<file path="config.mk">
export PLATFORM = sky130hd
export DESIGN_NAME = sha256_hash_unit
export DESIGN_NICKNAME = d
export VERILOG_FILES = /design/src/rtl/sha256h_pkg.sv /design/src/rtl/sha256_hash_unit.sv /design/src/rtl/sha256h_ram.sv
export SDC_FILE = /design/constraint.sdc
export NUM_CORES = 2
export LEC_CHECK = 0
export ABC_AREA = 1
export BUFFER_PORTS_ARGS = -buffer_cell sky130_fd_sc_hd__clkbuf_2
export CAP_MARGIN = 10
export CORE_MARGIN = 1.5
export CORE_UTILIZATION = 35
export DETAILED_ROUTE_END_ITERATION = 10
export GPL_ROUTABILITY_DRIVEN = 0
export GPL_TIMING_DRIVEN = 1
export SLEW_MARGIN = 25
export SYNTH_ARGS = -nofsm -noshare
export SYNTH_HDL_FRONTEND = slang
export SYNTH_SLANG_ARGS = --single-unit
</file>
<file path="constraint.sdc">
create_clock -name clock -period 8.2 [get_ports clock]
set_input_delay 0 -clock clock [delete_from_list [all_inputs] [get_ports clock]]
set_output_delay 0 -clock clock [all_outputs]
set_load 0.01 [all_outputs]
</file>
<file path="src/rtl/sha256h_pkg.sv">
`default_nettype none

package sha256h_pkg;

   localparam int unsigned WORD_BITS   = 32;
   localparam int unsigned HASH_WORDS  = 8;
   localparam int unsigned BLOCK_WORDS = 16;
   localparam int unsigned LAST_ROUND  = 63;

   typedef struct packed {
      logic [31:0] msg_word;
      logic [2:0]  bytes_valid;
      logic        last;
   } req_type;

   typedef struct packed {
      logic [31:0] digest_word;
      logic [2:0]  word_index;
      logic        final_word;
   } rsp_type;

   typedef enum logic [3:0] {
      ST_IDLE,
      ST_MARK,
      ST_ZERO,
      ST_LENHI,
      ST_LENLO,
      ST_LOAD,
      ST_RD0,
      ST_RD1,
      ST_MIX,
      ST_RND,
      ST_UPDATE,
      ST_OUT_RD,
      ST_OUT_LD
   } state_type;

   function automatic logic [31:0] rotr(input logic [31:0] x, input int unsigned n);
      return (x >> n) | (x << (32 - n));
   endfunction

   function automatic logic [31:0] small_sig0(input logic [31:0] x);
      return rotr(x, 7) ^ rotr(x, 18) ^ (x >> 3);
   endfunction

   function automatic logic [31:0] small_sig1(input logic [31:0] x);
      return rotr(x, 17) ^ rotr(x, 19) ^ (x >> 10);
   endfunction

   function automatic logic [31:0] big_sig0(input logic [31:0] x);
      return rotr(x, 2) ^ rotr(x, 13) ^ rotr(x, 22);
   endfunction

   function automatic logic [31:0] big_sig1(input logic [31:0] x);
      return rotr(x, 6) ^ rotr(x, 11) ^ rotr(x, 25);
   endfunction

   // keep the valid leading bytes and append the 0x80 marker right after them
   function automatic logic [31:0] pad_partial(input logic [31:0] w, input logic [1:0] n);
      logic [31:0] r;
      unique case (n)
         2'd0: r = 32'h8000_0000;
         2'd1: r = {w[31:24], 24'h80_0000};
         2'd2: r = {w[31:16], 16'h8000};
         2'd3: r = {w[31:8], 8'h80};
      endcase
      return r;
   endfunction

   function automatic logic [31:0] init_hash(input logic [2:0] i);
      logic [31:0] r;
      unique case (i)
         3'd0: r = 32'h6a09e667;
         3'd1: r = 32'hbb67ae85;
         3'd2: r = 32'h3c6ef372;
         3'd3: r = 32'ha54ff53a;
         3'd4: r = 32'h510e527f;
         3'd5: r = 32'h9b05688c;
         3'd6: r = 32'h1f83d9ab;
         3'd7: r = 32'h5be0cd19;
      endcase
      return r;
   endfunction

   function automatic logic [31:0] round_k(input logic [5:0] i);
      logic [31:0] r;
      unique case (i)
         6'd0:  r = 32'h428a2f98;  6'd1:  r = 32'h71374491;
         6'd2:  r = 32'hb5c0fbcf;  6'd3:  r = 32'he9b5dba5;
         6'd4:  r = 32'h3956c25b;  6'd5:  r = 32'h59f111f1;
         6'd6:  r = 32'h923f82a4;  6'd7:  r = 32'hab1c5ed5;
         6'd8:  r = 32'hd807aa98;  6'd9:  r = 32'h12835b01;
         6'd10: r = 32'h243185be;  6'd11: r = 32'h550c7dc3;
         6'd12: r = 32'h72be5d74;  6'd13: r = 32'h80deb1fe;
         6'd14: r = 32'h9bdc06a7;  6'd15: r = 32'hc19bf174;
         6'd16: r = 32'he49b69c1;  6'd17: r = 32'hefbe4786;
         6'd18: r = 32'h0fc19dc6;  6'd19: r = 32'h240ca1cc;
         6'd20: r = 32'h2de92c6f;  6'd21: r = 32'h4a7484aa;
         6'd22: r = 32'h5cb0a9dc;  6'd23: r = 32'h76f988da;
         6'd24: r = 32'h983e5152;  6'd25: r = 32'ha831c66d;
         6'd26: r = 32'hb00327c8;  6'd27: r = 32'hbf597fc7;
         6'd28: r = 32'hc6e00bf3;  6'd29: r = 32'hd5a79147;
         6'd30: r = 32'h06ca6351;  6'd31: r = 32'h14292967;
         6'd32: r = 32'h27b70a85;  6'd33: r = 32'h2e1b2138;
         6'd34: r = 32'h4d2c6dfc;  6'd35: r = 32'h53380d13;
         6'd36: r = 32'h650a7354;  6'd37: r = 32'h766a0abb;
         6'd38: r = 32'h81c2c92e;  6'd39: r = 32'h92722c85;
         6'd40: r = 32'ha2bfe8a1;  6'd41: r = 32'ha81a664b;
         6'd42: r = 32'hc24b8b70;  6'd43: r = 32'hc76c51a3;
         6'd44: r = 32'hd192e819;  6'd45: r = 32'hd6990624;
         6'd46: r = 32'hf40e3585;  6'd47: r = 32'h106aa070;
         6'd48: r = 32'h19a4c116;  6'd49: r = 32'h1e376c08;
         6'd50: r = 32'h2748774c;  6'd51: r = 32'h34b0bcb5;
         6'd52: r = 32'h391c0cb3;  6'd53: r = 32'h4ed8aa4a;
         6'd54: r = 32'h5b9cca4f;  6'd55: r = 32'h682e6ff3;
         6'd56: r = 32'h748f82ee;  6'd57: r = 32'h78a5636f;
         6'd58: r = 32'h84c87814;  6'd59: r = 32'h8cc70208;
         6'd60: r = 32'h90befffa;  6'd61: r = 32'ha4506ceb;
         6'd62: r = 32'hbef9a3f7;  6'd63: r = 32'hc67178f2;
      endcase
      return r;
   endfunction

endpackage

`default_nettype wire

</file>
<file path="src/rtl/sha256_hash_unit.sv">
`default_nettype none

// Channel   Direction  Handshake            Word
// req_      in         req_valid/req_ready  req_type: msg_word, bytes_valid, last
// rsp_      out        rsp_valid/rsp_ready  rsp_type: digest_word, word_index, final_word
//
// A message word is taken while idle; the 16th word of a block starts compression.
// Compressing a block loads the chaining hash from its memory, runs 64 rounds (rounds
// 0-15 use the block words directly, 16-63 first read and mix the schedule memory) and
// adds back into the hash memory. Each digest word is read from the hash memory before
// it leaves. Padding writes one word a cycle, save while a full block compresses.
// Synchronous reset returns to idle with the initial hash; a rsp stall holds the digest
// readout, and req_ready with it, until the eighth digest word is loaded.

module sha256_hash_unit
   import sha256h_pkg::*;
(
   input  wire logic    clock,
   input  wire logic    reset,
   input  wire logic    req_valid,
   output logic         req_ready,
   input  wire req_type req_data,
   output logic         rsp_valid,
   input  wire logic    rsp_ready,
   output rsp_type      rsp_data
);

   localparam int unsigned SW = $clog2(BLOCK_WORDS);
   localparam int unsigned HW = $clog2(HASH_WORDS);

   state_type        state_ff, state_in;
   state_type        ret_ff, ret_in;
   logic [SW-1:0]    fill_ff, fill_in;
   logic [63:0]      total_ff, total_in;
   logic [3:0]       cnt_ff, cnt_in;
   logic [5:0]       round_ff, round_in;
   logic [HASH_WORDS-1:0] hvalid_ff, hvalid_in;
   logic             hvalid_rd_ff;
   logic [HW-1:0]    hidx_rd_ff;
   logic [31:0]      v_ff [HASH_WORDS];
   logic [31:0]      v_in [HASH_WORDS];
   logic [31:0]      w16_ff, w16_in;
   logic [31:0]      w15_ff, w15_in;
   logic [31:0]      w_ff, w_in;
   logic             rsp_valid_ff, rsp_valid_in;
   rsp_type          rsp_data_ff, rsp_data_in;

   logic             sched_we;
   logic [SW-1:0]    sched_wa;
   logic [31:0]      sched_wd;
   logic [SW-1:0]    sched_ra_a, sched_ra_b;
   logic [31:0]      sched_rd_a, sched_rd_b;
   logic             hash_we;
   logic [31:0]      hash_wd;
   logic [31:0]      hash_rd;
   logic [31:0]      hval;

   logic             push_en;
   logic [31:0]      push_word;
   state_type        push_next;
   logic [SW-1:0]    fill_inc;
   state_type        after_pad;
   logic             sched_round;
   logic [31:0]      wt, t1, t2;

   // schedule window: two mirrored banks give two reads per cycle
   sha256h_ram #(.WIDTH(32), .DEPTH(BLOCK_WORDS)) u_sched_a (
      .clock   (clock),
      .wr_en   (sched_we),
      .wr_addr (sched_wa),
      .wr_data (sched_wd),
      .rd_addr (sched_ra_a),
      .rd_data (sched_rd_a)
   );

   sha256h_ram #(.WIDTH(32), .DEPTH(BLOCK_WORDS)) u_sched_b (
      .clock   (clock),
      .wr_en   (sched_we),
      .wr_addr (sched_wa),
      .wr_data (sched_wd),
      .rd_addr (sched_ra_b),
      .rd_data (sched_rd_b)
   );

   sha256h_ram #(.WIDTH(32), .DEPTH(HASH_WORDS)) u_hash (
      .clock   (clock),
      .wr_en   (hash_we),
      .wr_addr (hidx_rd_ff),
      .wr_data (hash_wd),
      .rd_addr (cnt_ff[HW-1:0]),
      .rd_data (hash_rd)
   );

   // an entry not yet written this message reads as the initial hash
   assign hval    = hvalid_rd_ff ? hash_rd : init_hash(hidx_rd_ff);
   assign hash_wd = hval + v_ff[hidx_rd_ff];

   assign fill_inc    = fill_ff + SW'(1);
   assign after_pad   = (fill_inc == SW'(BLOCK_WORDS - 2)) ? ST_LENHI : ST_ZERO;
   assign sched_round = (round_ff[5:4] != 2'd0);

   assign req_ready = (state_ff == ST_IDLE);
   assign rsp_valid = rsp_valid_ff;
   assign rsp_data  = rsp_data_ff;

   // schedule reads: W[t-16], W[t-15] first, then W[t-7], W[t-2]
   always_comb begin
      unique case (state_ff)
         ST_RD1, ST_MIX: begin
            sched_ra_a = round_ff[SW-1:0] + SW'(9);
            sched_ra_b = round_ff[SW-1:0] + SW'(14);
         end
         default: begin
            sched_ra_a = round_ff[SW-1:0];
            sched_ra_b = round_ff[SW-1:0] + SW'(1);
         end
      endcase
   end

   assign wt = sched_round ? w_ff : sched_rd_a;
   assign t1 = v_ff[7] + big_sig1(v_ff[4]) + ((v_ff[4] & v_ff[5]) ^ (~v_ff[4] & v_ff[6]))
             + round_k(round_ff) + wt;
   assign t2 = big_sig0(v_ff[0])
             + ((v_ff[0] & v_ff[1]) ^ (v_ff[0] & v_ff[2]) ^ (v_ff[1] & v_ff[2]));

   always_comb begin
      state_in     = state_ff;
      ret_in       = ret_ff;
      fill_in      = fill_ff;
      total_in     = total_ff;
      cnt_in       = cnt_ff;
      round_in     = round_ff;
      hvalid_in    = hvalid_ff;
      v_in         = v_ff;
      w16_in       = w16_ff;
      w15_in       = w15_ff;
      w_in         = w_ff;
      rsp_valid_in = rsp_valid_ff && !rsp_ready;
      rsp_data_in  = rsp_data_ff;
      sched_we     = 1'b0;
      sched_wa     = round_ff[SW-1:0];
      sched_wd     = w_ff;
      hash_we      = 1'b0;
      push_en      = 1'b0;
      push_word    = '0;
      push_next    = ST_IDLE;

      unique case (state_ff)
         ST_IDLE: begin
            if (req_valid) begin
               push_en = 1'b1;
               if (!req_data.last) begin
                  push_word = req_data.msg_word;
                  push_next = ST_IDLE;
                  total_in  = total_ff + 64'd4;
               end else if (req_data.bytes_valid >= 3'd4) begin
                  push_word = req_data.msg_word;
                  push_next = ST_MARK;
                  total_in  = total_ff + 64'd4;
               end else begin
                  push_word = pad_partial(req_data.msg_word, req_data.bytes_valid[1:0]);
                  push_next = after_pad;
                  total_in  = total_ff + {62'd0, req_data.bytes_valid[1:0]};
               end
            end
         end
         ST_MARK: begin
            push_en   = 1'b1;
            push_word = 32'h8000_0000;
            push_next = after_pad;
         end
         ST_ZERO: begin
            push_en   = 1'b1;
            push_next = after_pad;
         end
         ST_LENHI: begin
            push_en   = 1'b1;
            push_word = total_ff[60:29];
            push_next = ST_LENLO;
         end
         ST_LENLO: begin
            push_en   = 1'b1;
            push_word = {total_ff[28:0], 3'b000};
            push_next = ST_OUT_RD;
         end
         ST_LOAD: begin
            if (cnt_ff != 4'd0) begin
               v_in[hidx_rd_ff] = hval;
            end
            if (cnt_ff == 4'(HASH_WORDS)) begin
               state_in = ST_RD0;
               cnt_in   = 4'd0;
               round_in = '0;
            end else begin
               cnt_in = cnt_ff + 4'd1;
            end
         end
         ST_RD0: begin
            state_in = sched_round ? ST_RD1 : ST_RND;
         end
         ST_RD1: begin
            w16_in   = sched_rd_a;
            w15_in   = sched_rd_b;
            state_in = ST_MIX;
         end
         ST_MIX: begin
            w_in     = w16_ff + small_sig0(w15_ff) + sched_rd_a + small_sig1(sched_rd_b);
            state_in = ST_RND;
         end
         ST_RND: begin
            // schedule word goes back into its slot; later rounds read it well after
            sched_we = sched_round;
            for (int i = HASH_WORDS - 1; i > 0; i--) begin
               v_in[i] = v_ff[i-1];
            end
            v_in[4] = v_ff[3] + t1;
            v_in[0] = t1 + t2;
            if (round_ff == 6'(LAST_ROUND)) begin
               state_in = ST_UPDATE;
               cnt_in   = 4'd0;
            end else begin
               round_in = round_ff + 6'd1;
               state_in = ST_RD0;
            end
         end
         ST_UPDATE: begin
            if (cnt_ff != 4'd0) begin
               hash_we               = 1'b1;
               hvalid_in[hidx_rd_ff] = 1'b1;
            end
            if (cnt_ff == 4'(HASH_WORDS)) begin
               state_in = ret_ff;
               cnt_in   = 4'd0;
            end else begin
               cnt_in = cnt_ff + 4'd1;
            end
         end
         ST_OUT_RD: begin
            state_in = ST_OUT_LD;
         end
         ST_OUT_LD: begin
            if (!rsp_valid_ff || rsp_ready) begin
               rsp_valid_in            = 1'b1;
               rsp_data_in.digest_word = hval;
               rsp_data_in.word_index  = cnt_ff[HW-1:0];
               rsp_data_in.final_word  = (cnt_ff == 4'(HASH_WORDS - 1));
               if (cnt_ff == 4'(HASH_WORDS - 1)) begin
                  state_in  = ST_IDLE;
                  cnt_in    = 4'd0;
                  fill_in   = '0;
                  total_in  = '0;
                  hvalid_in = '0;
               end else begin
                  cnt_in   = cnt_ff + 4'd1;
                  state_in = ST_OUT_RD;
               end
            end
         end
         default: begin
            state_in = ST_IDLE;
         end
      endcase

      // one word into the block; a full block detours through compression
      if (push_en) begin
         sched_we = 1'b1;
         sched_wa = fill_ff;
         sched_wd = push_word;
         fill_in  = fill_inc;
         if (fill_ff == SW'(BLOCK_WORDS - 1)) begin
            state_in = ST_LOAD;
            ret_in   = push_next;
            cnt_in   = 4'd0;
         end else begin
            state_in = push_next;
         end
      end
   end

   always_ff @(posedge clock) begin
      if (reset) begin
         state_ff     <= ST_IDLE;
         ret_ff       <= ST_IDLE;
         fill_ff      <= '0;
         total_ff     <= '0;
         cnt_ff       <= '0;
         round_ff     <= '0;
         hvalid_ff    <= '0;
         rsp_valid_ff <= 1'b0;
      end else begin
         state_ff     <= state_in;
         ret_ff       <= ret_in;
         fill_ff      <= fill_in;
         total_ff     <= total_in;
         cnt_ff       <= cnt_in;
         round_ff     <= round_in;
         hvalid_ff    <= hvalid_in;
         rsp_valid_ff <= rsp_valid_in;
      end
      hvalid_rd_ff <= hvalid_ff[cnt_ff[HW-1:0]];
      hidx_rd_ff   <= cnt_ff[HW-1:0];
      v_ff         <= v_in;
      w16_ff       <= w16_in;
      w15_ff       <= w15_in;
      w_ff         <= w_in;
      rsp_data_ff  <= rsp_data_in;
   end

`ifndef NO_ASSERTIONS
   a_sched_wr_round: assert property (@(posedge clock) disable iff (reset)
      (state_ff == ST_RND && sched_we) |-> sched_round)
      else $error("schedule written in a round that reads the block directly");

   a_update_all_valid: assert property (@(posedge clock) disable iff (reset)
      (state_ff == ST_UPDATE && cnt_ff == 4'(HASH_WORDS)) |=> (hvalid_ff == '1))
      else $error("hash memory not fully written after update");

   a_digest_aligned: assert property (@(posedge clock) disable iff (reset)
      (state_ff == ST_OUT_RD) |-> (fill_ff == '0))
      else $error("digest read with a partial block pending");

   a_full_block_stalls: assert property (@(posedge clock) disable iff (reset)
      (req_valid && req_ready && !req_data.last && fill_ff == SW'(BLOCK_WORDS - 1))
      |=> (state_ff == ST_LOAD && !req_ready))
      else $error("block full but intake not held");
`endif

endmodule

`default_nettype wire

</file>
<file path="src/rtl/sha256h_ram.sv">
`default_nettype none

module sha256h_ram #(
   parameter int unsigned WIDTH = 32,
   parameter int unsigned DEPTH = 16
) (
   input  wire logic                     clock,
   input  wire logic                     wr_en,
   input  wire logic [$clog2(DEPTH)-1:0] wr_addr,
   input  wire logic [WIDTH-1:0]         wr_data,
   input  wire logic [$clog2(DEPTH)-1:0] rd_addr,
   output logic      [WIDTH-1:0]         rd_data
);

   logic [WIDTH-1:0] mem_ff [DEPTH];
   logic [WIDTH-1:0] rd_data_ff;

   always_ff @(posedge clock) begin
      if (wr_en) begin
         mem_ff[wr_addr] <= wr_data;
      end
      rd_data_ff <= mem_ff[rd_addr];
   end

   assign rd_data = rd_data_ff;

endmodule

`default_nettype wire

</file>
Word level (Yosys, flattened, before mapping). Memory sizes are Yosys's and may differ from the RTL's. A register that Yosys moved wholly into a read port is not among the register bits. Cells that the tools add are included.

Register bits after elaboration: 487. Memory bits (writable): 1280. Bits in read-only memories: 2296. Bits of input ports: 40. Logic and storage cells: 218. Memories kept: 5.

$add $sub $neg: 19. $lt $le $gt $ge: 6. Equality and inequality tests: 31. Multiplexer cells: 75. Bitwise operators: 29. Reduce and logical (&&, ||, !) cells: 29.

Memory list: (name not given) (words 64, width 32, read ports 1, clocked after Yosys merged registers in 1, wr ports 0, RTL line sha256h_pkg.sv:87) `unique case (i)`; u_sched_a.mem_ff (words 16, width 32, read ports 1, clocked after Yosys merged registers in 1, wr ports 1, RTL line sha256h_ram.sv:15) `logic [WIDTH-1:0] mem_ff [DEPTH];`; u_sched_b.mem_ff (words 16, width 32, read ports 1, clocked after Yosys merged registers in 1, wr ports 1, RTL line sha256h_ram.sv:15); u_hash.mem_ff (words 8, width 32, read ports 1, clocked after Yosys merged registers in 1, wr ports 1, RTL line sha256h_ram.sv:15); (name not given) (words 8, width 31, read ports 1, clocked after Yosys merged registers in 1, wr ports 0, RTL line sha256h_pkg.sv:72) `unique case (i)`.

Operator list (count): one-hot mux 256 bit (2 select lines) (1); adder 32 bit (11); two-way mux 64 bit (5); two-way mux 32 bit (9); bitwise XOR 32 bit (9); bitwise mux 256 bit (1); two-way mux 256 bit (1); one-hot mux 32 bit (4 select lines) (2); AND 32 bit (5); one-hot mux 64 bit (2 select lines) (1); binary-select mux 32 bit (select 3 bit) (1); demux 32 bit (select 3 bit) (1); two-way mux 4 bit (21); adder 64 x 2 -> 64 bit (1); adder 64 x 3 -> 64 bit, second input constant (1); one-hot mux 4 bit (9 select lines) (1); == test 4 bit, second input constant (8); NOT 32 bit (1); OR 10 x 32 -> 32 bit (1); OR 13 x 32 -> 32 bit (1); OR 14 x 32 -> 32 bit (1); OR 15 x 32 -> 32 bit (1); OR 19 x 32 -> 32 bit (1); OR 21 x 32 -> 32 bit (1); 49 further kinds (103).

Logic depth before layout (Yosys ltp).
Depth after elaboration: 9. Gate-level depth with buffers: 37.

By module. From an unflattened synthesis, not the netlist that was laid out.

Cells, all modules: 11039. Area total of the unflattened synthesis: 101277.1 sq um.

By module, submodules not included: sha256h_ram (u_sched_a ...) (instances 2, cells each 2120, area each 22730.6 sq um, sequential area each 16015.4 sq um); sha256_hash_unit (instances 1, cells each 5643, area each 43943.4 sq um, sequential area each 14794.2 sq um); sha256h_ram (u_hash) (instances 1, cells each 1156, area each 11872.6 sq um, sequential area each 8328.0 sq um).

Least setup slack after synthesis. No wires, ideal clock.

Path kind: reg2reg. From: register round_ff[5]. To: register v_ff[247] (netlist name) (data pin). Library setup time: 0.267 ns. Arrival time: 5.936 ns. Required time: 7.933 ns. Path slack: 1.997 ns. Stages on the path, launching flop included: 32. Path buffers: 1. Path through: dfxtp_1 > nor2_1 > clkbuf_1 > nand2_1 > o21ai_0 > fa_1 > fa_1 > inv_1 > fa_1 > inv_1 > ha_1 > a21oi_1 > nand2_1 > a21boi_0 > o21ai_0 > nand2_1 > nand2_1 > nand2_1 > nand2_1 > xor2_1 > fa_1 > ha_1 > a21oi_1 > o21ai_0 > a21oi_1 > nand2_1 > nand2_1 > nand3_1 > nand2_1 > nand3_1 > nand3_1 > o21ai_0.

RTL lines: start: declaration (RTL line sha256_hash_unit.sv:36) `logic [5:0] round_ff, round_in;`; start signal: assignment (RTL line sha256_hash_unit.sv:296) `round_ff <= round_in;`; end signal: assignment (RTL line sha256_hash_unit.sv:302) `v_ff <= v_in;`; end: declaration (RTL line sha256_hash_unit.sv:40) `logic [31:0] v_ff [HASH_WORDS];`.

==> flow_metrics.env <==
export IMPL_overflow=0
export IMPL_fmax_mhz=132
export IMPL_cp_arrival_ps=7980
export IMPL_num_vias=69171
export IMPL_cts_max_level=4
export IMPL_timing_rr_end="v_ff[117]$_DFFE_PP_"
export IMPL_relSlewSlack_pct=15.9
export IMPL_reg2reg_depth=29
export IMPL_root_buffer="clkbuf_16"
export IMPL_io_pins=78
export IMPL_start_kind="flop"
export IMPL_hp_class="input port to flop"
export IMPL_cts_resized=0
export IMPL_place_hpwl_mm=207
export IMPL_final_cell_mix="1555 x nand2_1, 1156 x edfxtp_1, 976 x inv_1, 760 x nor2_1, 721 x o21ai_0"
export IMPL_worstSetupStartpoint="round_ff[5]$_SDFFE_PP0P_"
export IMPL_initial_utilization_pct=35.2
export IMPL_yosysWarningCount=0
export IMPL_post_cts_buffers=0
export IMPL_place_ws_ps=1080
export IMPL_tightest_slew_ps=1260
export IMPL_min_path_cells=3
export IMPL_netlist_area_um2=80000
export IMPL_syn_num_nets=9136
export IMPL_routed_via_density=5.86
export IMPL_setup_tns_final_ps=0
export IMPL_cp_slowest_stage_delay_ps=560
export IMPL_clock_path_buffers=3
export IMPL_fill_cells=22276
export IMPL_cap_violations=0
export IMPL_dieHeight_um=481
export IMPL_end_kind="flop"
export IMPL_synth_edf_count=1156
export IMPL_wl_per_cell_um=25.9
export IMPL_wl_mm=306
export IMPL_violations="DRC"
export IMPL_detail_route_first_pass_iterations=11
export IMPL_critPathTopFamily="adder cells"
export IMPL_crit_path_max_fanout=33
export IMPL_crit_type="flop to flop"
export IMPL_fp_coreArea_um2=227000
export IMPL_ff2ff_setup_slack_ps=650
export IMPL_holdPathEnd="u_sched_a.mem_ff[14][19]$_DFFE_PP_"
export IMPL_async_flop_share_pct=0
export IMPL_synth_seq_cells=1409
export IMPL_crit_required_ps=8630
export IMPL_finalHoldViolations=0
export IMPL_timing_final_ws_setup_ps=646
export IMPL_finalInstanceArea_um2=89400
export IMPL_antenna_left=0
export IMPL_synth_main_ff_cell="edfxtp_1"
export IMPL_rsz0062_at_grt="false"
export IMPL_port_buffers=77
export IMPL_cpMostUsedCell="nand2_1"
export IMPL_drcViolationCount=1
export IMPL_grt_pass1_vias=65243
export IMPL_clock_skew_ps=53.6
export IMPL_r2r_start="round_ff[5]$_SDFFE_PP0P_"
export IMPL_clock_sinks=1409
export IMPL_areaGrowthSynthToFinish_pct=11.6
export IMPL_ys_types=62
export IMPL_status="complete, but fails checks"
export IMPL_min_period_over_period_pct=92.1
export IMPL_antenna_found_initial=15
export IMPL_path_buf_inv=5
export IMPL_syn_inst=8717
export IMPL_mostFrequentLayoutCell="nand2_1"
export IMPL_grt_pass1_wl_mm=441
export IMPL_seq_area_frac_synth_pct=49.7
export IMPL_slowest_stage="xor2_1"
export IMPL_worstSkewPairLatency_ps=840
export IMPL_maxSlewViolCount=0
export IMPL_period_needed_ps=7550
export IMPL_num_rows=175
export IMPL_syn_avg_cell_area_um2=9.18
export IMPL_die_width_um=481
export IMPL_cts_buffers=156
export IMPL_drive_gt1_share_pct=6.80
export IMPL_hp_start="req_data[23]"
export IMPL_setup_viol=0
export IMPL_drtIter0Drc=10984
export IMPL_dpl_cell_area_um2=83700
export IMPL_tritoncts="built"
export IMPL_grt_use_total_pct=25.8
export IMPL_grt_max_degree=237
export IMPL_die_area_um2=232000
export IMPL_clk_pin_slew_worst_paths_ps=60
export IMPL_fin_nets=9080
-- sequential cells by signal, summed over array words and instances, names as in the netlist, named ones only --
signal / flops
cnt_ff: 4
fill_ff: 4
hidx_rd_ff: 3
hvalid_ff: 8
hvalid_rd_ff: 1
ret_ff: 4
round_ff: 6
rsp_data: 36
rsp_valid: 1
state_ff: 4
total_ff: 61
u_hash.mem_ff: 256
u_hash.rd_data: 32
u_sched_a.mem_ff: 416
u_sched_a.rd_data: 32
u_sched_b.mem_ff: 96
u_sched_b.rd_data: 32
v_ff: 256
w15_ff: 32
w16_ff: 32
w_ff: 32
-- logic make-up (layout without fill, tap and decap cells) --
family / Yosys count / after routing / share of synthesized area, %
compound gates: 2077 / 2077 / 15.9
xor+xnor: 347 / 347 / 3.84
fa+ha+maj: 380 / 380 / 7.71
buf+inv: 1450 / 1526 / 7.16
flops: 1409 / 1409 / 49.7
other cells: 0 / 8 / 0
simple gates: 3054 / 3054 / 15.7
-- worst max-delay path by stage --
stage                                endpoint  slack [ps]  cells past startpoint
after global routing      v_ff[117]$_DFFE_PP_         320                     29
after detailed placement  v_ff[244]$_DFFE_PP_        1080                     27
final                     v_ff[117]$_DFFE_PP_         650                     29
after floorplan           v_ff[247]$_DFFE_PP_        2000                     31
after global placement    v_ff[244]$_DFFE_PP_        1150                     27
after CTS                 v_ff[244]$_DFFE_PP_        1030                     27
-- metrics by stage --
stage,util [%],hold slack [ps],std cells
finish,39.3,46.0,11810
global route,39.3,17.4,11803
CTS,39.3,5.92,11802
detailed placement,36.8,419,11487
global placement,36.8,417,11487
floorplan,-,220,8717
-- metal layers --
layer	vias up	GRT usage, %	wire length [um]
met2	4867	38.6	131000
li1	30170	-	-
met4	6	15.7	21400
met1	33101	33.7	116000
met5	-	0	37
met3	1027	6.12	37400
-- final cells by class --
cell class	count	area, um2	share of cell area, %
multi-input combinational	5858	35000	39.1
sequential	1409	39800	44.5
tap	3009	3760	4.21
clock buffer	219	4600	5.14
antenna	8	20.0	0.0224
timing repair buffer	233	1650	1.84
clock inverter	71	808	0.905
inverter	1003	3790	4.24
-- cells in the mapped netlist, types with 21 or more instances --
cell | n | share of area, %
o22ai_1 | 221 | 1.7
o2111ai_1 | 64 | 0.70
a21o_1 | 28 | 0.26
ha_1 | 190 | 3.0
nand3_1 | 484 | 3.0
nor3_1 | 78 | 0.49
or2_2 | 30 | 0.23
dfxtp_1 | 253 | 6.3
fa_1 | 189 | 4.7
o221ai_1 | 66 | 0.72
o21ai_1 | 46 | 0.29
clkbuf_1 | 243 | 1.1
nand2_1 | 1561 | 7.3
nor2_1 | 787 | 3.7
o21bai_1 | 26 | 0.24
a22oi_1 | 21 | 0.20
o21ai_0 | 740 | 4.6
a21oi_1 | 355 | 2.2
xor2_1 | 197 | 2.2
inv_1 | 982 | 4.6
buf_2 | 168 | 1.1
a31oi_1 | 30 | 0.23
edfxtp_1 | 1156 | 43
xnor2_1 | 148 | 1.6
a221oi_1 | 49 | 0.54
nor4_1 | 21 | 0.16
o211ai_1 | 379 | 3.6
nand4_1 | 56 | 0.44
-- tightest hold or removal path, stage by stage --
cell and delay (ps):
clkbuf_2 80, a21oi_1 230, o21ai_2 330
-- repair_timing --
item,in CTS,in global routing
hold buffers,25,0
endpoints found under the hold margin,229,0
endpoints found under the setup margin,0,0
Power is left out: the tool's default activity adds up to more than one toggle a clock period on the data nets, which glitch-free logic cannot reach.
